$ cat config.mk
export PLATFORM = sky130hd
export DESIGN_NAME = spl_count_ram
export DESIGN_NICKNAME = d
export VERILOG_FILES = /design/src/sv/spl_pkg.sv /design/src/sv/spl_count_ram.sv
export SDC_FILE = /design/constraint.sdc
export NUM_CORES = 1
export LEC_CHECK = 0
export ABC_CLOCK_PERIOD_IN_PS = 2600
export BUFFER_PORTS_ARGS = -buffer_cell sky130_fd_sc_hd__buf_2
export CAP_MARGIN = 20
export CORE_MARGIN = 3
export CORE_UTILIZATION = 50
export CTS_CLUSTER_DIAMETER = 80
export DETAILED_ROUTE_END_ITERATION = 8
export HOLD_SLACK_MARGIN = 0.03
export PLACE_DENSITY_LB_ADDON = 0.08
export SLEW_MARGIN = 10
export SYNTH_ARGS = -nofsm -noshare
export SYNTH_HDL_FRONTEND = slang
export SYNTH_SLANG_ARGS = --single-unit
$ cat constraint.sdc
create_clock -name clk -period 2.6 [get_ports clk]
set_clock_uncertainty 0.05 [all_clocks]
set_input_delay 0.52 -clock clk [delete_from_list [all_inputs] [get_ports clk]]
set_output_delay 0.52 -clock clk [all_outputs]
set_load 0.05 [all_outputs]
$ cat src/sv/spl_pkg.sv
// Shared types and codes for the step potential lookup block.
// No dependencies; every other file of the block imports this package.
`timescale 1ns / 1ps

package spl_pkg;

  // Operation carried in the tuser field of an input item.
  typedef enum logic [1:0] {
    MODE_WRITE = 2'd0,
    MODE_CLEAR = 2'd1,
    MODE_QUERY = 2'd2,
    MODE_NONE  = 2'd3
  } mode_t;

  // Result status codes.
  localparam logic STATUS_OK     = 1'b0;
  localparam logic STATUS_REJECT = 1'b1;

  // Sequencer states.
  typedef enum logic [2:0] {
    ST_IDLE,
    ST_COUNT,
    ST_PREV,
    ST_PROBE,
    ST_CMP,
    ST_OUT
  } st_t;

  // Read and write strobes for one memory port.
  typedef struct packed {
    logic rd;
    logic wr;
  } mem_cmd_t;

endpackage

$ cat src/sv/spl_count_ram.sv
// Per-pair entry counts in a memory, with one valid bit per pair so that
// reset empties every table at once. Depends on spl_pkg.
`timescale 1ns / 1ps

module spl_count_ram
  import spl_pkg::*;
#(
  parameter int PAIRS = 16,
  parameter int PW    = 4,
  parameter int CW    = 5
) (
  input  logic          clk,
  input  logic          rst_n,
  input  mem_cmd_t      cmd,
  input  logic [PW-1:0] addr,
  input  logic [CW-1:0] wr_data,
  output logic [CW-1:0] rd_data
);

  logic [CW-1:0]    cnt_mem [PAIRS];
  logic [PAIRS-1:0] valid_r;
  logic             rd_valid_r;
  logic [CW-1:0]    rd_mem_r;

  // Valid bits: cleared by reset, set by the first write to a pair.
  always_ff @(posedge clk) begin
    if (!rst_n) begin
      valid_r <= '0;
    end else if (cmd.wr) begin
      valid_r[addr] <= 1'b1;
    end
  end

  // Count memory with registered read.
  always_ff @(posedge clk) begin
    if (cmd.wr) begin
      cnt_mem[addr] <= wr_data;
    end
    if (cmd.rd) begin
      rd_mem_r   <= cnt_mem[addr];
      rd_valid_r <= valid_r[addr];
    end
  end

  // A pair never written reads as an empty table.
  assign rd_data = rd_valid_r ? rd_mem_r : '0;

endmodule

==> results.md <==
* Least-Margin Pin Slew at 0.626 ns
* Worst-Skew Late Latency at 0.35 ns
* Die area at 0.00908 mm²
* Status: finished, final reports clean
* Placer Congestion at 0.786
* Sw Share at 20.8%
* Final setup TNS at 0 ns
* Synth async-reset ratio at 0%
* Most numerous cell in the Yosys netlist: edfxtp_1
* Post-synth EDFFs at 86
* Chip Height at 95.3 µm
* Slew margin rel. at 58.3%
* CTS clk-pin slew, worst paths at 0.09 ns
* Fmax at 550 MHz
* Hold-fix buffers, CTS at 0
* WS Path Type: in -> reg
* Synthesized Nets at 216
* DP Worst Slack at 0.361 ns
* TritonCTS clock tree: done
* Max stage delay on crit path at 0.63 ns
* Crit-path max FO at 13
* First-pass GRT wire length at 11.8 mm
* Final min period at 1.82 ns
* Clock power share at 31.6%
* Pint at 2320 µW
* Residual DRC at 0
* CP arrival at 1.88 ns
* Worst Setup Start Kind: input port
* Port bufs at 17
* Worst vdd ir at 367 µV
* Cells along the critical path: buf_2 > buf_12 > mux4_1 > a22oi_1 > nand2_1
* Area fraction of the dominant cell type after synthesis at 64.7%
* FF+latch count, synth at 102
* Sink Count at 102
* Synth area leader: edfxtp_1
* Ranking of synthesized cells by area: edfxtp_1 (65%), mux4_1 (12%), dfxtp_1 (8.0%)
* Via density at 5.75
* Chip width at 95.3 µm
* WL/cell at 21.7 µm
* Net Sw Power at 610 µW
* DR vias at 1,960
* RSZ-0062 raised after global routing: no
* Top delay family on crit path: multiplexers
* Post-CTS Setup Inserts at 0
* Main synth FF type: edfxtp_1
* CTS Buf Count at 9
* Sequential Power Share at 62.1%
* Filler Cell Count at 563
* Final hold vios at 0
* Setup-failing EPs final at 0
* Pwr/cell area at 657 mW/mm²
* Leak Pwr at 0.00155 µW
* Critical Path RT at 2.66 ns
* IO Count at 18
* PnR worst setup slack at 0.782 ns
* Commonest cells in the netlist: edfxtp_1 (86), mux4_1 (18), dfxtp_1 (16), o21a_1 (16), nor2_1 (13)
* CP bufs+invs at 2
* Placeable Area at 0.00749 mm²
* Comb pwr share at 6.3%
* Total GRT Usage at 18.8%
* Hold crit path type: in -> reg
* GRT overflow at 0
* Cts repair resizes at 0
* Pre-antenna DRT Iters at 4
* CTS root buf: clkbuf_8
* Final nets at 251
* Antenna-violating nets left at 0
* Seq/Total Area, Yosys at 72.8%
* Synth-to-Final Area Change at 11.8%
* Number of global-route vias before repair at 2,050
* Fin. max-slew vios at 0
* Std-Cell Rows at 31
* Final HPWL DP at 5.02 mm
* Cells after Synth at 203
* Antenna cells at 0
* Mean area per synthesized cell at 19.6 µm²
* Period utilisation layout at 69.9%
* Largest net degree at the start of global routing at 29
* Syn Std Cell Area at 0.00399 mm²
* Slowest CP cell: mux4_1
* Synth cell types at 21
* Share of layout cells above drive strength 1 at 22.3%
* Warnings, synthesis at 0
* CTS H-tree depth at 3
* Clk buf depth at 2
* DRT Wirelength at 7.40 mm
* Max Cap Viol at 0
* Starting Density at 53.3%
* Initial antenna violation count at 0
* DRT iter0 DRCs at 166
* Worst setup EP type: flop
==> cell usage in the layout, fill, tap and decap left out <==
cell type,Yosys,final
nor2b_1,2,2
buf_4,0,16
o21a_1,16,16
nand2b_1,2,2
mux4_1,18,18
nand3b_1,2,2
a22oi_1,12,12
nor3_1,4,4
clkbuf_1,3,2
clkinvlp_4,0,2
nand3_1,1,1
dfxtp_1,16,16
buf_2,3,17
and2_1,6,6
bufinv_16,0,1
buf_12,1,2
nand2_1,7,7
or3b_4,1,1
edfxtp_1,86,86
mux4_2,6,6
clkinv_1,0,1
nor2_1,13,13
clkbuf_8,1,9
==> worst paths after layout <==
check,start,end,slack [ns],cells after the start
worst min register to register,valid_r[0],valid_r[0],0.42,1
worst max register to register,cnt_mem[10][2],rd_mem_r[2],1.08,3
worst min-delay path,cmd[1],rd_mem_r[0],0.42,1
worst max-delay path,addr[0],rd_mem_r[1],0.78,5
==> power by group through the flow <==
stage	sequential, µW	combinational [µW]	clock (µW)
finish	1820	185	927
global route	1820	203	1020
CTS	1820	188	950
detailed placement	1860	188	0
global placement	1860	182	0
floorplan	1850	119	0
==> flip-flops by register name (all words and copies together), names as in the netlist <==
signal / cells
cnt_mem: 80
rd_mem_r: 5
rd_valid_r: 1
valid_r: 16
==> logic make-up (layout without fill, tap and decap cells) <==
| group | Yosys count | after routing | share of synthesized area [%] |
|---|---|---|---|
| AOI/OAI and AO/OA | 28 | 28 | 5.27 |
| buffers and inverters | 11 | 50 | 1.98 |
| DFF | 102 | 102 | 72.8 |
| muxes | 24 | 24 | 15.2 |
| and+or+nand+nor | 38 | 38 | 4.74 |
==> through the flow <==
stage          hold WS (ns)  power, µW  utilization, %  cell area (µm²)  std cells
2_1_floorplan         0.382       1970               -             3990        203
3_3_place_gp          0.388       2040            57.2             4280        326
3_5_place_dp          0.400       2050            57.2             4280        326
4_1_cts               0.407       2960            59.6             4460        341
5_1_grt               0.409       3050            59.6             4460        341
6_report              0.415       2930            59.6             4460        341
==> final cells by class <==
| type | instances | area (µm²) | area share, % |
|---|---|---|---|
| clock buffer | 11 | 131 | 2.95 |
| tap | 99 | 124 | 2.78 |
| sequential | 102 | 2900 | 65.1 |
| multi-input combinational | 90 | 1010 | 22.6 |
| clock inverter | 4 | 48.8 | 1.09 |
| timing repair buffer | 35 | 245 | 5.50 |
==> routing by layer <==
metal / GRT usage (%) / up-vias / wire length [µm]
met5: 0 / - / 0
met4: 6.61 / 0 / 98
met3: 4.89 / 7 / 407
met2: 27.6 / 48 / 3460
met1: 27.4 / 1003 / 3430
li1: - / 902 / -
No activity file was read; power rests on OpenSTA's default activity.
