[src/sv/spl_pkg.sv]
// Shared types and codes for the step potential lookup block.
// No dependencies; every other file of the block imports this package.
`timescale 1ns / 1ps

package spl_pkg;

  // Operation carried in the tuser field of an input item.
  typedef enum logic [1:0] {
    MODE_WRITE = 2'd0,
    MODE_CLEAR = 2'd1,
    MODE_QUERY = 2'd2,
    MODE_NONE  = 2'd3
  } mode_t;

  // Result status codes.
  localparam logic STATUS_OK     = 1'b0;
  localparam logic STATUS_REJECT = 1'b1;

  // Sequencer states.
  typedef enum logic [2:0] {
    ST_IDLE,
    ST_COUNT,
    ST_PREV,
    ST_PROBE,
    ST_CMP,
    ST_OUT
  } st_t;

  // Read and write strobes for one memory port.
  typedef struct packed {
    logic rd;
    logic wr;
  } mem_cmd_t;

endpackage

[src/sv/spl_ctrl.sv]
// Sequencer with the shared compare unit: decodes an item, checks writes,
// runs the binary search and holds the result register. Depends on spl_pkg.
`timescale 1ns / 1ps

module spl_ctrl
  import spl_pkg::*;
#(
  parameter int NUM_TYPES = 4,
  parameter int MAX_STEPS = 16,
  parameter int PW        = 4,
  parameter int SW        = 4,
  parameter int CW        = 5
) (
  input  logic             clk,
  input  logic             rst_n,
  // item side
  input  logic             in_valid,
  output logic             in_ready,
  input  mode_t            in_mode,
  input  logic [1:0]       in_first_type,
  input  logic [1:0]       in_second_type,
  input  logic [3:0]       in_entry_index,
  input  logic [15:0]      in_step_radius,
  input  logic [31:0]      in_step_energy,
  input  logic [31:0]      in_distance_squared,
  // result side
  output logic             out_valid,
  input  logic             out_ready,
  output logic [31:0]      out_pair_energy,
  output logic             out_status,
  // count memory port
  output mem_cmd_t         cnt_cmd,
  output logic [PW-1:0]    cnt_addr,
  output logic [CW-1:0]    cnt_wdata,
  input  logic [CW-1:0]    cnt_rdata,
  // step memory port
  output mem_cmd_t         step_cmd,
  output logic [PW+SW-1:0] step_addr,
  output logic [31:0]      step_wthr,
  output logic [31:0]      step_wenergy,
  input  logic [31:0]      step_rthr,
  input  logic [31:0]      step_renergy
);

  st_t state_r, state_nxt;

  // Latched item.
  mode_t         mode_r;
  logic          ok_r;
  logic [PW-1:0] slot_r;
  logic [3:0]    idx_r;
  logic [15:0]   radius_r;
  logic [31:0]   energy_r;
  logic [31:0]   dsq_r;
  logic [31:0]   rsq_r;

  // Search and result state.
  logic [CW-1:0] n_r, n_nxt;
  logic [CW-1:0] left_r, left_nxt;
  logic [CW-1:0] right_r, right_nxt;
  logic [CW-1:0] mid_r, mid_nxt;
  logic [31:0]   hit_r, hit_nxt;
  logic          status_r, status_nxt;
  logic          out_valid_r;
  logic [31:0]   out_energy_r;
  logic          out_status_r;

  // Combinational helpers.
  logic          accept;
  logic [1:0]    lo_type, hi_type;
  logic          in_ok;
  logic [PW-1:0] in_slot;
  logic [31:0]   sq_full;
  logic          wr_reject;
  logic          wr_go;
  logic [31:0]   cmp_a, cmp_b;
  logic          cmp_le;
  logic [CW:0]   mid_sum;
  logic          out_free;

  assign accept   = in_valid && in_ready;
  assign out_free = !out_valid_r || out_ready;

  // Unordered pair: the smaller type selects the row.
  always_comb begin
    lo_type = (in_first_type < in_second_type) ? in_first_type : in_second_type;
    hi_type = (in_first_type < in_second_type) ? in_second_type : in_first_type;
    in_ok   = 32'(hi_type) < NUM_TYPES;
    in_slot = PW'(32'(lo_type) * NUM_TYPES + 32'(hi_type));
  end

  // Squarer: UQ8.8 squared is exact in UQ16.16.
  assign sq_full = radius_r * radius_r;

  // Write checks against the freshly read count.
  always_comb begin
    wr_reject = (32'(idx_r) >= MAX_STEPS) ||
                ((idx_r != 4'd0) && (32'(idx_r) > 32'(cnt_rdata)));
    wr_go     = (mode_r == MODE_WRITE) && ok_r && !wr_reject;
  end

  // Shared compare unit: previous threshold check or search probe.
  always_comb begin
    if (state_r == ST_PREV) begin
      cmp_a = rsq_r;
      cmp_b = step_rthr;
    end else begin
      cmp_a = step_rthr;
      cmp_b = dsq_r;
    end
    cmp_le = cmp_a <= cmp_b;
  end

  assign mid_sum = {1'b0, left_r} + {1'b0, right_r};

  // Next-state logic.
  always_comb begin
    state_nxt = state_r;
    case (state_r)
      ST_IDLE: begin
        if (accept) begin
          state_nxt = ST_COUNT;
        end
      end
      ST_COUNT: begin
        if (wr_go) begin
          state_nxt = ST_PREV;
        end else if (mode_r == MODE_QUERY && ok_r && cnt_rdata != '0) begin
          state_nxt = ST_PROBE;
        end else begin
          state_nxt = ST_OUT;
        end
      end
      ST_PREV:  state_nxt = ST_OUT;
      ST_PROBE: state_nxt = ST_CMP;
      ST_CMP: begin
        if (left_nxt < right_nxt) begin
          state_nxt = ST_PROBE;
        end else begin
          state_nxt = ST_OUT;
        end
      end
      ST_OUT: begin
        if (out_free) begin
          state_nxt = ST_IDLE;
        end
      end
      default: state_nxt = ST_IDLE;
    endcase
  end

  // Outputs of the sequencer: memory commands and working register updates.
  always_comb begin
    cnt_cmd      = '0;
    cnt_addr     = slot_r;
    cnt_wdata    = '0;
    step_cmd     = '0;
    step_addr    = {slot_r, SW'(idx_r)};
    step_wthr    = rsq_r;
    step_wenergy = energy_r;
    n_nxt        = n_r;
    left_nxt     = left_r;
    right_nxt    = right_r;
    mid_nxt      = mid_r;
    hit_nxt      = hit_r;
    status_nxt   = status_r;
    in_ready     = state_r == ST_IDLE;
    case (state_r)
      ST_IDLE: begin
        // The count is read while the item is taken.
        cnt_addr   = in_slot;
        cnt_cmd.rd = accept;
      end
      ST_COUNT: begin
        n_nxt      = cnt_rdata;
        left_nxt   = '0;
        right_nxt  = cnt_rdata;
        status_nxt = STATUS_OK;
        if (mode_r == MODE_CLEAR && ok_r) begin
          cnt_cmd.wr = 1'b1;
        end
        if (mode_r == MODE_WRITE && ok_r && wr_reject) begin
          status_nxt = STATUS_REJECT;
        end
        // Fetch the previous threshold for the increasing-radius check.
        if (wr_go && idx_r != 4'd0) begin
          step_cmd.rd = 1'b1;
          step_addr   = {slot_r, SW'(idx_r - 4'd1)};
        end
      end
      ST_PREV: begin
        if (idx_r != 4'd0 && cmp_le) begin
          status_nxt = STATUS_REJECT;
        end else begin
          step_cmd.wr = 1'b1;
          cnt_cmd.wr  = 1'b1;
          cnt_wdata   = CW'(5'(idx_r) + 5'd1);
        end
      end
      ST_PROBE: begin
        mid_nxt     = CW'(mid_sum >> 1);
        step_cmd.rd = 1'b1;
        step_addr   = {slot_r, SW'(mid_sum >> 1)};
      end
      ST_CMP: begin
        if (cmp_le) begin
          left_nxt = mid_r + 1'b1;
        end else begin
          right_nxt = mid_r;
          hit_nxt   = step_renergy;
        end
      end
      default: begin
      end
    endcase
  end

  // Control registers.
  always_ff @(posedge clk) begin
    if (!rst_n) begin
      state_r     <= ST_IDLE;
      out_valid_r <= 1'b0;
    end else begin
      state_r <= state_nxt;
      if (state_r == ST_OUT && out_free) begin
        out_valid_r <= 1'b1;
      end else if (out_ready) begin
        out_valid_r <= 1'b0;
      end
    end
  end

  // Payload and working registers.
  always_ff @(posedge clk) begin
    if (accept) begin
      mode_r   <= in_mode;
      ok_r     <= in_ok;
      slot_r   <= in_slot;
      idx_r    <= in_entry_index;
      radius_r <= in_step_radius;
      energy_r <= in_step_energy;
      dsq_r    <= in_distance_squared;
    end
    if (state_r == ST_COUNT) begin
      rsq_r <= sq_full;
    end
    n_r      <= n_nxt;
    left_r   <= left_nxt;
    right_r  <= right_nxt;
    mid_r    <= mid_nxt;
    hit_r    <= hit_nxt;
    status_r <= status_nxt;
    // The search ends with right at the first threshold above the distance.
    if (state_r == ST_OUT && out_free) begin
      out_status_r <= (mode_r == MODE_WRITE) ? status_r : STATUS_OK;
      out_energy_r <= (mode_r == MODE_QUERY && ok_r && right_r < n_r) ? hit_r : '0;
    end
  end

  assign out_valid       = out_valid_r;
  assign out_pair_energy = out_energy_r;
  assign out_status      = out_status_r;

  // A probe is only issued inside a non-empty, in-range interval.
  a_probe_bounds: assert property (@(posedge clk) disable iff (!rst_n)
    state_r == ST_PROBE |-> (left_r < right_r) && (right_r <= n_r))
    else $error("search interval out of range at probe");

  // The compared entry lies below the table length.
  a_cmp_index: assert property (@(posedge clk) disable iff (!rst_n)
    state_r == ST_CMP |-> mid_r < n_r)
    else $error("probed entry beyond table length");

  // Each compare follows its own probe read.
  a_cmp_after_probe: assert property (@(posedge clk) disable iff (!rst_n)
    state_r == ST_CMP |-> $past(state_r) == ST_PROBE)
    else $error("compare without a preceding probe");

  // An entry is stored only together with the new count of its pair.
  a_store_with_count: assert property (@(posedge clk) disable iff (!rst_n)
    step_cmd.wr |-> cnt_cmd.wr && (cnt_wdata != '0))
    else $error("entry written without count update");

  // A finished item loads the result register and frees the sequencer.
  a_result_loaded: assert property (@(posedge clk) disable iff (!rst_n)
    (state_r == ST_OUT && out_free) |=> (state_r == ST_IDLE) && out_valid_r)
    else $error("result not loaded on completion");

endmodule

[config.mk]
export PLATFORM = sky130hd
export DESIGN_NAME = spl_ctrl
export DESIGN_NICKNAME = d
export VERILOG_FILES = /design/src/sv/spl_pkg.sv /design/src/sv/spl_ctrl.sv
export SDC_FILE = /design/constraint.sdc
export NUM_CORES = 1
export LEC_CHECK = 0
export ABC_AREA = 1
export ABC_CLOCK_PERIOD_IN_PS = 12200
export BUFFER_PORTS_ARGS = -buffer_cell sky130_fd_sc_hd__buf_2
export CAP_MARGIN = 20
export CELL_PAD_IN_SITES_DETAIL_PLACEMENT = 1
export CELL_PAD_IN_SITES_GLOBAL_PLACEMENT = 1
export CORE_MARGIN = 2
export CORE_UTILIZATION = 45
export CTS_BUF_LIST = sky130_fd_sc_hd__clkbuf_4 sky130_fd_sc_hd__clkbuf_8 sky130_fd_sc_hd__clkbuf_16
export DETAILED_ROUTE_END_ITERATION = 7
export PLACE_DENSITY_LB_ADDON = 0.1
export SYNTH_ARGS = -nofsm -noshare
export SYNTH_HDL_FRONTEND = slang
export SYNTH_SLANG_ARGS = --single-unit
[constraint.sdc]
create_clock -name clk -period 12.2 [get_ports clk]
set_input_delay 2.44 -clock clk [delete_from_list [all_inputs] [get_ports clk]]
set_output_delay 2.44 -clock clk [all_outputs]
set_load 0.02 [all_outputs]
==> run_results.csv <==
group,metric,value,unit
clocking,cts_buffers,26,
timing,period_share,59.94,%
clocking,path_clk_slew,0.07,ns
timing,skew,0.02499,ns
timing,rsz0062_at_grt,"false",
timing,tightest_slew,0.9611,ns
clocking,clk_path_buf_depth,3,
routing,drtIter0Drc,505,
yosys,avgSynthCellArea,10.01,µm²
timing,maxSlewViolCount,0,
yosys,synth.most_common_cell,"inv_1",
routing,first_pass_iters,5,
setup_path,cp_common_cell,"nand2_1",
routing,drt_wl_total,45.26,mm
global_route,antenna_found_initial,14,
global_route,grt_pass1_vias,13430,
setup_path,critical_path_depth,20,
yosys,synth_nets,2144,
timing,hold_violations,0,
routing,wire_per_inst,18.62,µm
timing,timing.final.crit_period,7.313,ns
yosys,ys_seq_area_share,37.24,%
routing,antenna_left,0,
clocking,cts_tree,"built",
timing,setup_viol,0,
routing,vias,12120,
routing,vias_per_cell,4.986,
clocking,cts.sinks,211,
yosys,ys_ff_latch,211,
worst_hold_path,hold_depth,2,
final_layout,nets,2415,
setup_path,crit_buf_inv,6,
placement,gp_congestion,0.8329,
timing,fin_setup_tns,0,ns
setup_path,reg2reg_depth,18,
global_route,grt_usage,23.88,%
setup_path,crit_chain,"inv_1 > nor2_1 > nand2_4 > inv_1 > buf_4 > nand2_1 > nand2_1 > ha_1 > a21oi_1 > o21a_1 > nand2_1 > a21oi_1 > nand2_1 > nand2_2 > clkinv_2 > nor2_1 > nor2_2 > inv_1 > nand2_1 > buf_2",
yosys,ys_async_sr_fraction,0,%
floorplan,rows,70,
final_layout,area_growth,16.68,%
floorplan,die_w,196.3,µm
yosys,synth_top_area_cell,"edfxtp_1",
setup_path,crit_arrival,4.87,ns
clocking,post_cts_resized,0,
yosys,ys_top_cells_by_area,"edfxtp_1 (36%), fa_1 (20%), ha_1 (12%)",
global_route,grt_max_degree,70,
clocking,htree_levels,1,
floorplan,ios,283,
yosys,synth_cell_types,54,
floorplan,start_util,45.55,%
setup_path,reg2reg_setup_slack,5.96,ns
setup_path,path_max_fanout,69,
final_layout,layout.cell_area.non_filler,19410,µm²
clocking,cts-root-buf,"clkbuf_16",
outcome,status,"finished, final reports clean",
yosys,ys.flop_type,"edfxtp_1",
floorplan,core-area,36520,µm²
setup_path,cp_slowest_stage_delay,0.55,ns
clocking,clk_latency,0.57,ns
clocking,hold_buffers,0,
placement,hpwlAfterDp,36.21,mm
floorplan,die_area,38520,µm²
placement,place_area,18520,µm²
floorplan,die_h,196.3,µm
setup_path,crit_path_top_delay_cell,"dfxtp_1",
setup_path,required,9.76,ns
flow_run,maxCapViolations,0,
placement,io_buffer_count,281,
final_layout,drive_above_1_share,19.66,%
yosys,yosys-top-cells-count,"inv_1 (365), nand2_1 (348), edfxtp_1 (197)",
timing,maxSlewHeadroom,35.92,%
yosys,synth_top_cell_area_share,35.56,%
yosys,synthCells,1662,
clocking,post_cts_buffers,0,
routing,route.detailed.drc,0,
setup_path,crit_path_end_kind,"output pin",
setup_path,path_class,"reg2out",
yosys,ys_warn_count,0,
yosys,synth_edf_count,197,
global_route,grt_first_pass_wirelength,71.57,mm
yosys,syn_area,16640,µm²
worst_hold_path,min_path_type,"reg2reg",
setup_path,crit_family,"simple AND/OR/NAND/NOR gates",
setup_path,crit_path_start_kind,"flip-flop",
global_route,gr-total-overflow,0,
timing,fmax,0.1367,GHz
==> metrics by stage <==
stage                     hold WS [ns]  worst slack (ns)  utilization, %  cells
after detailed placement        0.5357             4.916           50.72   2373
final                           0.5463             4.887           53.15   2431
after CTS                       0.5465             4.772           53.08   2421
after global placement          0.5229             4.975           50.72   2373
after global routing            0.5678             4.383           53.11   2425
after floorplan                 0.4244             2.965               -   1662
==> worst reg2reg max path, cell delays in order, from the launching register on <==
cell and delay [ns]:
edfxtp_1 0.90, nand2_1 0.25, fa_1 0.59, inv_1 0.06
fa_1 0.51, fa_1 0.53, fa_1 0.52, fa_1 0.55
inv_1 0.06, fa_1 0.53, inv_1 0.04, ha_1 0.35
a21oi_1 0.15, inv_1 0.07, a21oi_1 0.17, o21ai_0 0.16
a221oi_1 0.27, nand2_1 0.12, xor2_1 0.15
==> worst paths after layout <==
path | startpoint | to
setup / recovery | state_r[1] | cnt_cmd[0]
hold / removal | hit_r[8] | out_pair_energy[8]
setup reg to reg | radius_r[15] | step_wthr[30]
hold reg to reg | hit_r[8] | out_pair_energy[8]
==> area by class of cell <==
type                    count  area [µm²]
fillers                  4153       17110
multi-input cells        1033        8879
flip-flops and latches    211        6196
repair buffers            289        1466
inverters                 372        1398
clock buffers              29       673.1
well taps                 468       585.6
clock inverters            19       188.9
diodes                     10       25.02
==> registers in the layout, summed over array words and instances (netlist names) <==
register,cells
dsq_r,32
hit_r,32
out_pair_energy,32
step_wenergy,32
step_wthr,31
radius_r,16
left_r,5
mid_r,5
n_r,5
right_r,5
idx_r,4
slot_r,4
state_r,3
mode_r,2
out_status,1
out_valid,1
status_r,1
==> layout by cell type, fill, tap and decap left out, types with 8 or more instances in the layout <==
cell type and n:
fa_1 166, clkinv_2 8, xor2_1 26, xnor2_1 15
dfxtp_1 14, a21oi_1 54, buf_2 281, diode_2 10
nand2_1 347, clkbuf_16 26, o21ai_0 38, inv_1 365
nand3_1 22, nor2_1 98, ha_1 153, edfxtp_1 197
mux2i_1 31, buf_4 8
==> per-layer routing <==
layer | wire length [µm] | part of all wire (%) | GRT usage (%) | up-vias
li1 | - | - | - | 5759
met1 | 18610 | 41 | 28.54 | 6022
met2 | 22910 | 51 | 43.12 | 255
met3 | 2368 | 5.2 | 5.003 | 74
met4 | 1287 | 2.8 | 7.239 | 12
met5 | 85 | 0.19 | 0 | -
==> cells by family (layout without fill, tap and decap cells) <==
family,after synthesis,count (layout),share of synthesized area (%)
other,1,11,0.02254
DFF,211,211,37.24
adders and majority gates,319,319,31.48
muxes,31,31,1.865
AOI/OAI and AO/OA,139,139,5.370
and+or+nand+nor,502,502,12.29
buffers and inverters,418,709,9.567
xor gates and xnor gates,41,41,2.159
Power is left out: the tool's default activity adds up to more than one toggle a clock period on the data nets, which glitch-free logic cannot reach.
